<file path="src/rtl/core/hhlru_pkg.sv">
// Shared types, codes and helpers for the handle heap manager.
// Used by hhlru_ctrl, hhlru_dpath and handle_heap_lru_discard; no dependencies.
package hhlru_pkg;

    // Command codes
    typedef enum logic [2:0] {
        CMD_NEW     = 3'd0,
        CMD_RESIZE  = 3'd1,
        CMD_DISCARD = 3'd2,
        CMD_LOCK    = 3'd3,
        CMD_UNLOCK  = 3'd4,
        CMD_TOUCH   = 3'd5,
        CMD_RELEASE = 3'd6,
        CMD_FIXED   = 3'd7
    } cmd_t;

    // Result status codes
    typedef enum logic [2:0] {
        ST_OK      = 3'd0,
        ST_NOFREE  = 3'd1,
        ST_NOROOM  = 3'd2,
        ST_ABSENT  = 3'd3,
        ST_NOFIXED = 3'd4,
        ST_BAD     = 3'd5
    } stat_t;

    // Entry flag bits
    localparam logic [2:0] FL_USED = 3'b001;
    localparam logic [2:0] FL_DISC = 3'b010;
    localparam logic [2:0] FL_LOCK = 3'b100;

    localparam logic [23:0] POOL_RESET = 24'd5242880;
    localparam int          ALIGN      = 8;

    localparam logic signed [27:0] BUD_MAX = 28'sd33554431;
    localparam logic signed [27:0] BUD_MIN = -28'sd33554432;

    // Controller states
    typedef enum logic [3:0] {
        S_CLEAR, S_IDLE, S_FETCH, S_DECIDE, S_EV_CHK, S_SCAN_START, S_SCAN_RD,
        S_SCAN_CHK, S_DROP, S_RSZ_WR, S_UNL1, S_UNL2, S_APP1, S_APP2, S_FINISH
    } state_t;

    // Datapath operations, one per cycle
    typedef enum logic [3:0] {
        OP_NONE, OP_CLEAR, OP_LOAD, OP_FETCH, OP_DECIDE, OP_SCAN_START, OP_SCAN_RD,
        OP_SCAN_CHK, OP_DROP, OP_NOROOM, OP_RSZ_WR, OP_UNL1, OP_UNL2, OP_APP1,
        OP_APP2, OP_FINISH
    } op_t;

    // Where a command goes after its entry has been examined
    typedef enum logic [1:0] {
        PATH_DONE, PATH_EVICT, PATH_UNLINK, PATH_APPEND
    } path_t;

    typedef struct packed {
        op_t op;
    } ctl_t;

    typedef struct packed {
        path_t path;
        logic  is_resize;
        logic  need_room;
        logic  scan_more;
        logic  pick_nil;
        logic  clear_last;
    } sts_t;

    // Add a signed delta to the budget and clamp to the 26-bit range
    function automatic logic signed [25:0] sat_add(input logic signed [25:0] b,
                                                   input logic signed [26:0] d);
        logic signed [27:0] s;
        s = 28'(b) + 28'(d);
        if (s > BUD_MAX) begin
            return 26'(BUD_MAX);
        end
        else if (s < BUD_MIN) begin
            return 26'(BUD_MIN);
        end
        return 26'(s);
    endfunction

endpackage

</file>
<file path="src/rtl/core/hhlru_ctrl.sv">
// Sequencing state machine of the handle heap manager.
// Depends on hhlru_pkg; drives hhlru_dpath through ctl_t and reads sts_t.
module hhlru_ctrl (
    input  logic            clk,
    input  logic            rst_n,
    input  logic            start,
    input  hhlru_pkg::sts_t sts,
    output hhlru_pkg::ctl_t ctl,
    output logic            busy
);

    hhlru_pkg::state_t state_reg, state_next;

    // Hold the state
    always_ff @(posedge clk or negedge rst_n)
    begin
        if (!rst_n)
        begin
            state_reg <= hhlru_pkg::S_CLEAR;
        end
        else
        begin
            state_reg <= state_next;
        end
    end

    // Advance the sequence and issue one datapath operation per cycle
    always_comb
    begin
        state_next = state_reg;
        ctl.op     = hhlru_pkg::OP_NONE;
        unique case (state_reg)
            hhlru_pkg::S_CLEAR:
            begin
                ctl.op = hhlru_pkg::OP_CLEAR;
                if (sts.clear_last)
                begin
                    state_next = hhlru_pkg::S_IDLE;
                end
            end
            hhlru_pkg::S_IDLE:
            begin
                if (start)
                begin
                    ctl.op     = hhlru_pkg::OP_LOAD;
                    state_next = hhlru_pkg::S_FETCH;
                end
            end
            hhlru_pkg::S_FETCH:
            begin
                ctl.op     = hhlru_pkg::OP_FETCH;
                state_next = hhlru_pkg::S_DECIDE;
            end
            hhlru_pkg::S_DECIDE:
            begin
                ctl.op = hhlru_pkg::OP_DECIDE;
                unique case (sts.path)
                    hhlru_pkg::PATH_DONE:   state_next = hhlru_pkg::S_FINISH;
                    hhlru_pkg::PATH_EVICT:  state_next = hhlru_pkg::S_EV_CHK;
                    hhlru_pkg::PATH_UNLINK: state_next = hhlru_pkg::S_UNL1;
                    hhlru_pkg::PATH_APPEND: state_next = hhlru_pkg::S_APP2;
                endcase
            end
            hhlru_pkg::S_EV_CHK:
            begin
                state_next = sts.need_room ? hhlru_pkg::S_SCAN_START : hhlru_pkg::S_RSZ_WR;
            end
            hhlru_pkg::S_SCAN_START:
            begin
                ctl.op     = hhlru_pkg::OP_SCAN_START;
                state_next = hhlru_pkg::S_SCAN_RD;
            end
            hhlru_pkg::S_SCAN_RD:
            begin
                priority if (sts.scan_more)
                begin
                    ctl.op     = hhlru_pkg::OP_SCAN_RD;
                    state_next = hhlru_pkg::S_SCAN_CHK;
                end
                else if (sts.pick_nil)
                begin
                    ctl.op     = hhlru_pkg::OP_NOROOM;
                    state_next = hhlru_pkg::S_FINISH;
                end
                else
                begin
                    state_next = hhlru_pkg::S_DROP;
                end
            end
            hhlru_pkg::S_SCAN_CHK:
            begin
                ctl.op     = hhlru_pkg::OP_SCAN_CHK;
                state_next = hhlru_pkg::S_SCAN_RD;
            end
            hhlru_pkg::S_DROP:
            begin
                ctl.op     = hhlru_pkg::OP_DROP;
                state_next = hhlru_pkg::S_EV_CHK;
            end
            hhlru_pkg::S_RSZ_WR:
            begin
                ctl.op     = hhlru_pkg::OP_RSZ_WR;
                state_next = hhlru_pkg::S_UNL1;
            end
            hhlru_pkg::S_UNL1:
            begin
                ctl.op     = hhlru_pkg::OP_UNL1;
                state_next = hhlru_pkg::S_UNL2;
            end
            hhlru_pkg::S_UNL2:
            begin
                ctl.op     = hhlru_pkg::OP_UNL2;
                state_next = sts.is_resize ? hhlru_pkg::S_APP1 : hhlru_pkg::S_FINISH;
            end
            hhlru_pkg::S_APP1:
            begin
                ctl.op     = hhlru_pkg::OP_APP1;
                state_next = hhlru_pkg::S_APP2;
            end
            hhlru_pkg::S_APP2:
            begin
                ctl.op     = hhlru_pkg::OP_APP2;
                state_next = hhlru_pkg::S_FINISH;
            end
            hhlru_pkg::S_FINISH:
            begin
                ctl.op     = hhlru_pkg::OP_FINISH;
                state_next = hhlru_pkg::S_IDLE;
            end
            default:
            begin
                state_next = hhlru_pkg::S_IDLE;
            end
        endcase
    end

    assign busy = (state_reg != hhlru_pkg::S_IDLE);

endmodule

</file>
<file path="config.mk">
export PLATFORM = sky130hd
export DESIGN_NAME = hhlru_ctrl
export DESIGN_NICKNAME = d
export VERILOG_FILES = /design/src/rtl/core/hhlru_pkg.sv /design/src/rtl/core/hhlru_ctrl.sv
export SDC_FILE = /design/constraint.sdc
export NUM_CORES = 1
export LEC_CHECK = 0
export BUFFER_PORTS_ARGS = -buffer_cell sky130_fd_sc_hd__buf_2
export CORE_AREA = 5 5 42 44
export DETAILED_ROUTE_END_ITERATION = 10
export DIE_AREA = 0 0 47 49
export MAX_ROUTING_LAYER = met4
export PLACE_DENSITY = 0.72
export SETUP_SLACK_MARGIN = 0.05
export SLEW_MARGIN = 10
export SYNTH_ARGS = -nofsm -noshare
export SYNTH_HDL_FRONTEND = slang
export SYNTH_SLANG_ARGS = --single-unit
</file>
<file path="constraint.sdc">
create_clock -name clk -period 1.86 [get_ports clk]
set_clock_uncertainty 0.1 [all_clocks]
set_input_delay 0.093 -clock clk [delete_from_list [all_inputs] [get_ports clk]]
set_output_delay 0.093 -clock clk [all_outputs]
set_load 0.01 [all_outputs]
</file>
==> impl_metrics.yaml, run 1 <==
finish:
  synthToLayoutAreaGrowth_pct: 23.6
  multiInputGateArea_um2: 335
  nNetsFinal: 95
  register_area_um2: 103
  final_cell_mix: "14 x buf_2, 8 x nor2_1, 8 x nand2_1"
  num_antenna_cells: 0
  final_common_cell: "buf_2"
  drive_above_1_share: 0.301
  largest_reg_flops: 4
  final.fill_count: 157
pwr:
  cellPowerDensity_nw_per_um2: 1940
  leakage_nw: 0.259
  peakVddDrop_mv: 1.07
clock_network:
  cts_sinks: 4
  cts_root_buffer: "clkbuf_4"
  cts_buffer_depth: 2
  numCtsBuffers: 3
  cts-htree-levels: 1
  clk_latency_ps: 240
  cts_tree: "done"
  clkTransAtPathRegs_ps: 40
synthesis:
  synthCells: 68
  syn_avg_cell_area_um2: 7.03
  ys_seq_elements: 4
  synth_ff_type: "dfrtp_1"
  synth.yosys.seq_area_share: 0.209
  synth_edf_count: 0
  yosys_warnings: 0
  async_flop_share: 1.00
  synthesis.area_um2: 478
  ys_types: 28
  synth_nets: 78
setup_path:
  cp_cell_sequence: "inv_1 > o21ai_0 > o21ai_0 > a41oi_1 > buf_2"
  crit_arrival_ps: 1510
  crit_path_max_fanout: 10
  crit_start: "state_reg[2]"
  rrSetupSlack_ps: 280
  cpPeakStageDelay_ps: 490
  crit_buf_inv: 2
  worst_path_max_delay_cell: "dfrtp_1"
  cp-start-kind: "flop"
  critical_path_class: "reg2out"
  worst_path_most_repeated_cell: "o21ai_0"
  cpLargestDelayFamily: "flip-flops"
  endpoint_kind: "output port"
  rr_startpoint: "state_reg[1]"
  required_ps: 1670
floorplan:
  core-area_um2: 1400
  start_util: 0.341
  dieArea_um2: 2300
  num_rows: 14
  fp.dieH_um: 49
  die_w_um: 47
  num_io_pins: 15
grt:
  first_global_vias: 516
  grt_max_degree: 16
  antenna_found_initial: 0
  grt_pass1_wl_um: 2130
  grt-ovfl-total: 0
  grt_usage: 0.126
sta:
  finalSetupViolations: 0
  rsz0062_at_grt: "false"
  fmax_mhz: 588
  slew_violations: 0
  finalCritPeriodShare: 0.915
  tns_ps: 0
  maxSlewHeadroom: 0.712
  hold_violations: 0
  hold_ws_ps: 60.7
  min_period_ps: 1700
  worst_pin_slew_ps: 432
route:
  drt_pass1_iterations: 6
  wl_per_cell_um: 12.7
  vias: 567
  wirelength_um: 1250
  drt.antenna.violating_nets: 0
  viasPerCell: 5.73
  initialDrtViolationCount: 22
  drt_drc_violations_left: 0
placed_design:
  place_hpwl_um: 949
  gp_congestion: 0.850
  port_buffers: 14
hold_path:
  min_from: "sts[0]"
  hold_path_class: "in2reg"
status:
  status: "finished, final reports clean"
job:
  max_cap_viol_count: 0
[final timing paths]
check                      depth (start not counted)            to
max                                                5        ctl[2]
min                                                3  state_reg[0]
max reg2reg                                        4  state_reg[0]
min reg2reg                                        1  state_reg[3]
max in group asynchronous                          2  state_reg[3]
min in group asynchronous                          2  state_reg[0]
[worst register-to-register path, stage by stage (launching register included)]
cell and delay, ps:
dfrtp_1 600, nor3_1 140, a21o_1 190, a311o_1 310, a2bb2oi_1 130
[timing repair]
action                     4_1_cts  5_1_grt
hold buffers                     1        0
hold endpoints to repair         4        0
gates resized for setup          0        2
setup buffers                    0        0
setup endpoints to repair        0        2
[metal layers]
layer  track usage  part of all wire
met1         0.150              0.41
met2         0.190              0.50
met3        0.0369             0.070
met4        0.0553             0.013
met5             -                 0
[stage by stage]
stage                     std cells  setup slack [ps]  total power [mW]  instance area, um2   util
final                            99               158              1.15                 591  0.421
after global routing             99              55.4              1.28                 591  0.421
after CTS                        99               118              1.15                 588  0.420
after detailed placement         95               268              1.04                 556  0.396
after global placement           95               295              1.02                 556  0.396
after floorplan                  68               423             0.848                 478      -
[cell families after synthesis]
logic type | count (synthesis) | share of synthesized area
AOI/OAI and AO/OA | 25 | 0.364
buffers and inverters | 8 | 0.0890
DFF | 4 | 0.209
muxes | 2 | 0.0419
and+or+nand+nor | 29 | 0.296
[where the power goes]
group	switching, mW	leakage [nW]	internal, mW
clock	0.0368	0.0138	0.0722
sequential	0.150	0.0457	0.140
combinational	0.380	0.200	0.368
total	0.567	0.259	0.581
[cells in the mapped netlist, types with 2 or more instances]
master / n / share of area
a211oi_1: 3 / 0.047
nor3_1: 5 / 0.052
a31oi_1: 2 / 0.026
nor2b_1: 3 / 0.039
nand2_1: 8 / 0.063
o21ai_0: 4 / 0.042
buf_2: 4 / 0.042
o211ai_1: 2 / 0.031
dfrtp_1: 4 / 0.21
a21oi_1: 6 / 0.063
mux2i_1: 2 / 0.042
nor2_1: 8 / 0.063
inv_1: 2 / 0.016
[cell type report]
class | instances | share of cell area
multi-input cells | 56 | 0.568
clock buffers | 3 | 0.0381
well taps | 16 | 0.0339
repair buffers | 18 | 0.174
flip-flops and latches | 4 | 0.174
inverters | 2 | 0.0127
Power figures use the tool's default switching activity.
==> run 2: changes to the inputs <==
--- a/config.mk
+++ b/config.mk
@@ -6,13 +6,14 @@
 export NUM_CORES = 1
 export LEC_CHECK = 0
 export BUFFER_PORTS_ARGS = -buffer_cell sky130_fd_sc_hd__buf_2
+export CAP_MARGIN = 0
 export CORE_AREA = 5 5 42 44
 export DETAILED_ROUTE_END_ITERATION = 10
 export DIE_AREA = 0 0 47 49
 export MAX_ROUTING_LAYER = met4
-export PLACE_DENSITY = 0.72
+export PLACE_DENSITY = 0.74
 export SETUP_SLACK_MARGIN = 0.05
-export SLEW_MARGIN = 10
+export SLEW_MARGIN = 20
 export SYNTH_ARGS = -nofsm -noshare
 export SYNTH_HDL_FRONTEND = slang
 export SYNTH_SLANG_ARGS = --single-unit
==> constraint.sdc (replaced) <==
create_clock -name clk -period 1.37 [get_ports clk]
set_clock_uncertainty 0.1 [all_clocks]
set_input_delay 0.0685 -clock clk [delete_from_list [all_inputs] [get_ports clk]]
set_output_delay 0.0685 -clock clk [all_outputs]
set_load 0.01 [all_outputs]
==> run 2 against run 1 <==
The flow now finishes with violations (negative setup slack). Critical path depth shrank 1. Worst hold slack got worse by 39 ps. Sequential share of layout area is 5.9 points lower. Total power up 130%. Largest cell class unchanged.
==> impl_metrics.yaml, run 2 (synthesis gave the netlist of run 1 again) <==
placed_design:
  dp.cells: 109
  place_area_um2: 661
  place_hpwl_um: 1160
  gp_congestion: 0.849
  port_buffers: 14
  dp_slack_ps: -74.8
floorplan:
  fp.dieH_um: 49
  num_rows: 14
  core-area_um2: 1400
  dieArea_um2: 2300
  num_io_pins: 15
  start_util: 0.341
  die_w_um: 47
grt:
  first_global_vias: 679
  grt_max_degree: 16
  grt_pass1_wl_um: 2890
  grt_usage: 0.173
  antenna_found_initial: 0
  grt-ovfl-total: 0
clock_network:
  cts_tree: "done"
  numCtsBuffers: 3
  cts_root_buffer: "clkbuf_4"
  clkTransAtPathRegs_ps: 40
  cts_sinks: 4
  cts-htree-levels: 1
  cts_buffer_depth: 2
  clk_latency_ps: 250
pwr:
  peakVddDrop_mv: 1.24
  finalPower_mw: 2.59
  cellPowerDensity_nw_per_um2: 2820
  leakage_nw: 0.419
job:
  max_cap_viol_count: 0
setup_path:
  worst_path_max_delay_cell: "dfrtp_2"
  cp_cell_sequence: "inv_2 > nand2_1 > o221a_2 > buf_6"
  required_ps: 1200
  endpoint_kind: "output port"
  rrSetupSlack_ps: -180
  cp-start-kind: "flop"
  critical_path_class: "reg2out"
  crit_arrival_ps: 1390
  cpPeakStageDelay_ps: 440
  crit_path_max_fanout: 6
route:
  wl_per_cell_um: 16.1
  wirelength_um: 2010
  drt_drc_violations_left: 0
  initialDrtViolationCount: 17
  drt.antenna.violating_nets: 0
  drt_pass1_iterations: 4
  viasPerCell: 5.95
  vias: 744
sta:
  setup_slack_ps: -188
  finalSetupViolations: 7
  tns_ps: -979
  maxSlewHeadroom: 0.831
  slew_violations: 0
  finalCritPeriodShare: 1.14
  worst_pin_slew_ps: 252
  min_period_ps: 1560
  hold_ws_ps: 21.8
  fmax_mhz: 642
  rsz0062_at_grt: "true"
  hold_violations: 0
finish:
  fin_area_um2: 918
  final_cell_mix: "20 x buf_4, 13 x buf_2, 8 x buf_6"
  final.fill_count: 112
  largest_reg_flops: 4
  num_antenna_cells: 0
  synthToLayoutAreaGrowth_pct: 92.1
  nNetsFinal: 121
  drive_above_1_share: 0.606
  layout.cells.non_filler: 125
  utilization: 0.655
  final_common_cell: "buf_4"
status:
  violations: "negative setup slack"
  status: "complete, but fails checks"
hold_path:
  hold_path_class: "in2reg"
## run 2: cell types whose count changed in the layout (fill, tap and decap cells not counted), sizes merged
cell	change
buf	+25
clkbuf	+1
## run 2: path summary, 6_finish.rpt
path                         startpoint           end  cells after the start
setup / recovery           state_reg[2]        ctl[0]                      4
min in group asynchronous         rst_n  state_reg[3]                      2
hold reg to reg            state_reg[0]  state_reg[3]                      2
setup reg to reg           state_reg[3]  state_reg[0]                      5
hold / removal                   sts[0]  state_reg[0]                      3
max in group asynchronous         rst_n  state_reg[0]                      2
## run 2: final cells by class
cell class,instances,area [um2],area share
Tap cell,16,20.0,0.0218
Timing Repair Buffer,44,355,0.387
Clock buffer,3,22.5,0.0245
Inverter,2,7.51,0.00817
Sequential cell,4,105,0.114
Multi-Input combinational cell,56,408,0.444
## run 2: metal layers
| metal | part of all wire | wire length [um] | GRT usage |
|---|---|---|---|
| met1 | 0.39 | 783 | 0.195 |
| met5 | 0 | 0 | - |
| met4 | 0.023 | 47 | 0.101 |
| met2 | 0.53 | 1060 | 0.287 |
| met3 | 0.057 | 115 | 0.00738 |
## run 2: critical path: cells and delay by family (launching register included)
kind	cells	cell delay [ps]
AOI/OAI and AO/OA	1	280
buffers and inverters	2	260
and+or+nand+nor	1	150
DFF	1	440
## run 2: where the power goes
part / internal, mW / total (mW) / switching [mW] / leakage, nW
Sequential: 0.198 / 0.329 / 0.131 / 0.0434
Clock: 0.0986 / 0.157 / 0.0581 / 0.0138
Combinational: 1.16 / 2.10 / 0.941 / 0.362
## run 2: repair_timing
item,CTS,global route
endpoints found under the setup margin,9,9
hold buffers,1,0
pin swaps,2,6
buffers inserted,7,4
cloned,0,1
hold endpoints to repair,4,0
resized for setup,21,13
==> run 3: changes to the inputs <==
--- a/config.mk
+++ b/config.mk
@@ -7,9 +7,9 @@
 export LEC_CHECK = 0
 export BUFFER_PORTS_ARGS = -buffer_cell sky130_fd_sc_hd__buf_2
 export CAP_MARGIN = 0
-export CORE_AREA = 5 5 42 44
+export CORE_AREA = 2 2 39 41
 export DETAILED_ROUTE_END_ITERATION = 10
-export DIE_AREA = 0 0 47 49
+export DIE_AREA = 0 0 41 43
 export MAX_ROUTING_LAYER = met4
 export PLACE_DENSITY = 0.74
 export SETUP_SLACK_MARGIN = 0.05
==> run 3 against run 2 <==
The run still ends with negative setup slack left. Sequential cell count unchanged. Core utilization decreased by 3.6 points. Combinational power decreased by 6%. Worst hold slack improved by 26 ps. Largest power group unchanged. First-iteration DRC count increased by 59%. Sequential share of layout area increased by 0.82 points. Final area decreased by 6.7%. Critical path depth increased by 2. Sequential power decreased by 3%. Total power decreased by 4.8%. Die area decreased by 23%. Setup slack got worse by 16 ps.
==> impl_metrics.yaml, run 3 (synthesis gave the netlist of run 1 again) <==
finish:
  nNetsFinal: 117
  final.fill_count: 117
  final_cell_mix: "19 x buf_4, 12 x buf_2, 7 x buf_6"
  final_common_cell: "buf_4"
  drive_above_1_share: 0.600
  synthToLayoutAreaGrowth_pct: 79.3
  largest_reg_flops: 4
  num_antenna_cells: 0
sta:
  fmax_mhz: 635
  rsz0062_at_grt: "true"
  finalCritPeriodShare: 1.15
  worst_pin_slew_ps: 221
  min_period_ps: 1570
  finalSetupViolations: 7
  maxSlewHeadroom: 0.851
  hold_violations: 0
  hold_ws_ps: 47.9
  slew_violations: 0
  setup_slack_ps: -204
clock_network:
  numCtsBuffers: 3
  cts_sinks: 4
  cts_root_buffer: "clkbuf_4"
  cts-htree-levels: 1
  cts_tree: "done"
  clkTransAtPathRegs_ps: 40
  cts_buffer_depth: 2
  clk_latency_ps: 260
setup_path:
  crit_arrival_ps: 1410
  critical_path_class: "reg2out"
  r2r_cells: 5
  cpPeakStageDelay_ps: 460
  worst_path_most_repeated_cell: "nor2_2"
  required_ps: 1200
  reg2reg_to: "state_reg[0]"
  worst_path_max_delay_cell: "dfrtp_2"
  endpoint_kind: "output port"
  rrSetupSlack_ps: -170
  cp-start-kind: "flop"
  rr_startpoint: "state_reg[2]"
  cp_cell_sequence: "nor2_2 > buf_4 > nor2_2 > o21ai_1 > a41oi_1 > buf_2"
  crit_path_max_fanout: 8
placed_design:
  gp_congestion: 0.922
  place_hpwl_um: 1170
  port_buffers: 14
pwr:
  cellPowerDensity_nw_per_um2: 2870
  peakVddDrop_mv: 1.16
  finalPower_mw: 2.46
  leakage_nw: 0.389
hold_path:
  min_path_cells: 3
  min_from: "sts[0]"
  hold_path_class: "in2reg"
  whs_endpoint: "state_reg[0]"
route:
  vias: 706
  drt_drc_violations_left: 0
  initialDrtViolationCount: 27
  drt_pass1_iterations: 4
  drt.antenna.violating_nets: 0
  viasPerCell: 5.83
  wl_per_cell_um: 15.4
  wirelength_um: 1870
floorplan:
  num_rows: 14
  dieArea_um2: 1760
  fp.dieH_um: 43
  num_io_pins: 15
  start_util: 0.345
  die_w_um: 41
  core-area_um2: 1380
grt:
  grt-ovfl-total: 0
  grt_usage: 0.244
  grt_pass1_wl_um: 2820
  first_global_vias: 651
  antenna_found_initial: 0
  grt_max_degree: 19
status:
  violations: "negative setup slack"
  status: "complete, but fails checks"
job:
  max_cap_viol_count: 0
## run 3: cell count changes in the layout (fill, tap and decap cells not counted), moves of 2 or more
cell     change
nor2_2       +2
o21ai_0      -2
nor2_1       -2
o21ai_1      +2
## run 3: repair_timing
item,CTS,global route
hold buffers,1,0
pin swaps,3,4
gates resized for setup,22,11
endpoints found under the hold margin,4,0
buffers inserted,7,3
endpoints found under the setup margin,9,9
## run 3: per-layer routing
layer  part of all wire  global-route usage  vias to the layer above
li1                   -                   -                      334
met1               0.39               0.276                      319
met2               0.50               0.381                       43
met3              0.057              0.0262                       10
met4              0.051               0.160                        0
met5                  0                   -                        -
## run 3: final cells by class
class,count,area [um2],share of cell area
clock buffer,3,22.5,0.0263
inverter,2,7.51,0.00876
multi-input combinational,56,390,0.455
sequential,4,105,0.123
tap,16,20.0,0.0234
timing repair buffer,40,312,0.364
## run 3: how the worst max path moves through the flow
stage	from	endpoint	slack [ps]
2_1_floorplan	state_reg[3]	state_reg[0]	-20
6_report	state_reg[3]	ctl[2]	-200
5_1_grt	state_reg[3]	ctl[2]	-260
3_3_place_gp	state_reg[3]	state_reg[0]	-60
4_1_cts	state_reg[3]	ctl[2]	-170
3_5_place_dp	state_reg[2]	state_reg[1]	-100
## run 3: stage by stage
step	util	setup TNS (ps)	setup slack, ps	std cells	instance area (um2)
2_1_floorplan	-	-20.3	-20.3	68	478
3_3_place_gp	0.472	-61.2	-61.2	108	653
3_5_place_dp	0.472	-218	-101	108	653
4_1_cts	0.579	-857	-165	119	801
5_1_grt	0.619	-1370	-260	121	857
6_report	0.619	-1010	-204	121	857
## run 3: critical path, delay by kind of cell (launching register included)
family                 cells  cell delay (ps)
AO/OA/AOI/OAI              2              260
AND/OR/NAND/NOR            2              130
buffers and inverters      2              300
flip-flops                 1              460
## run 3: power breakdown
group	leakage, nW	switching (mW)	internal, mW
combinational	0.332	0.906	1.07
sequential	0.0434	0.122	0.198
clock	0.0138	0.0687	0.0994
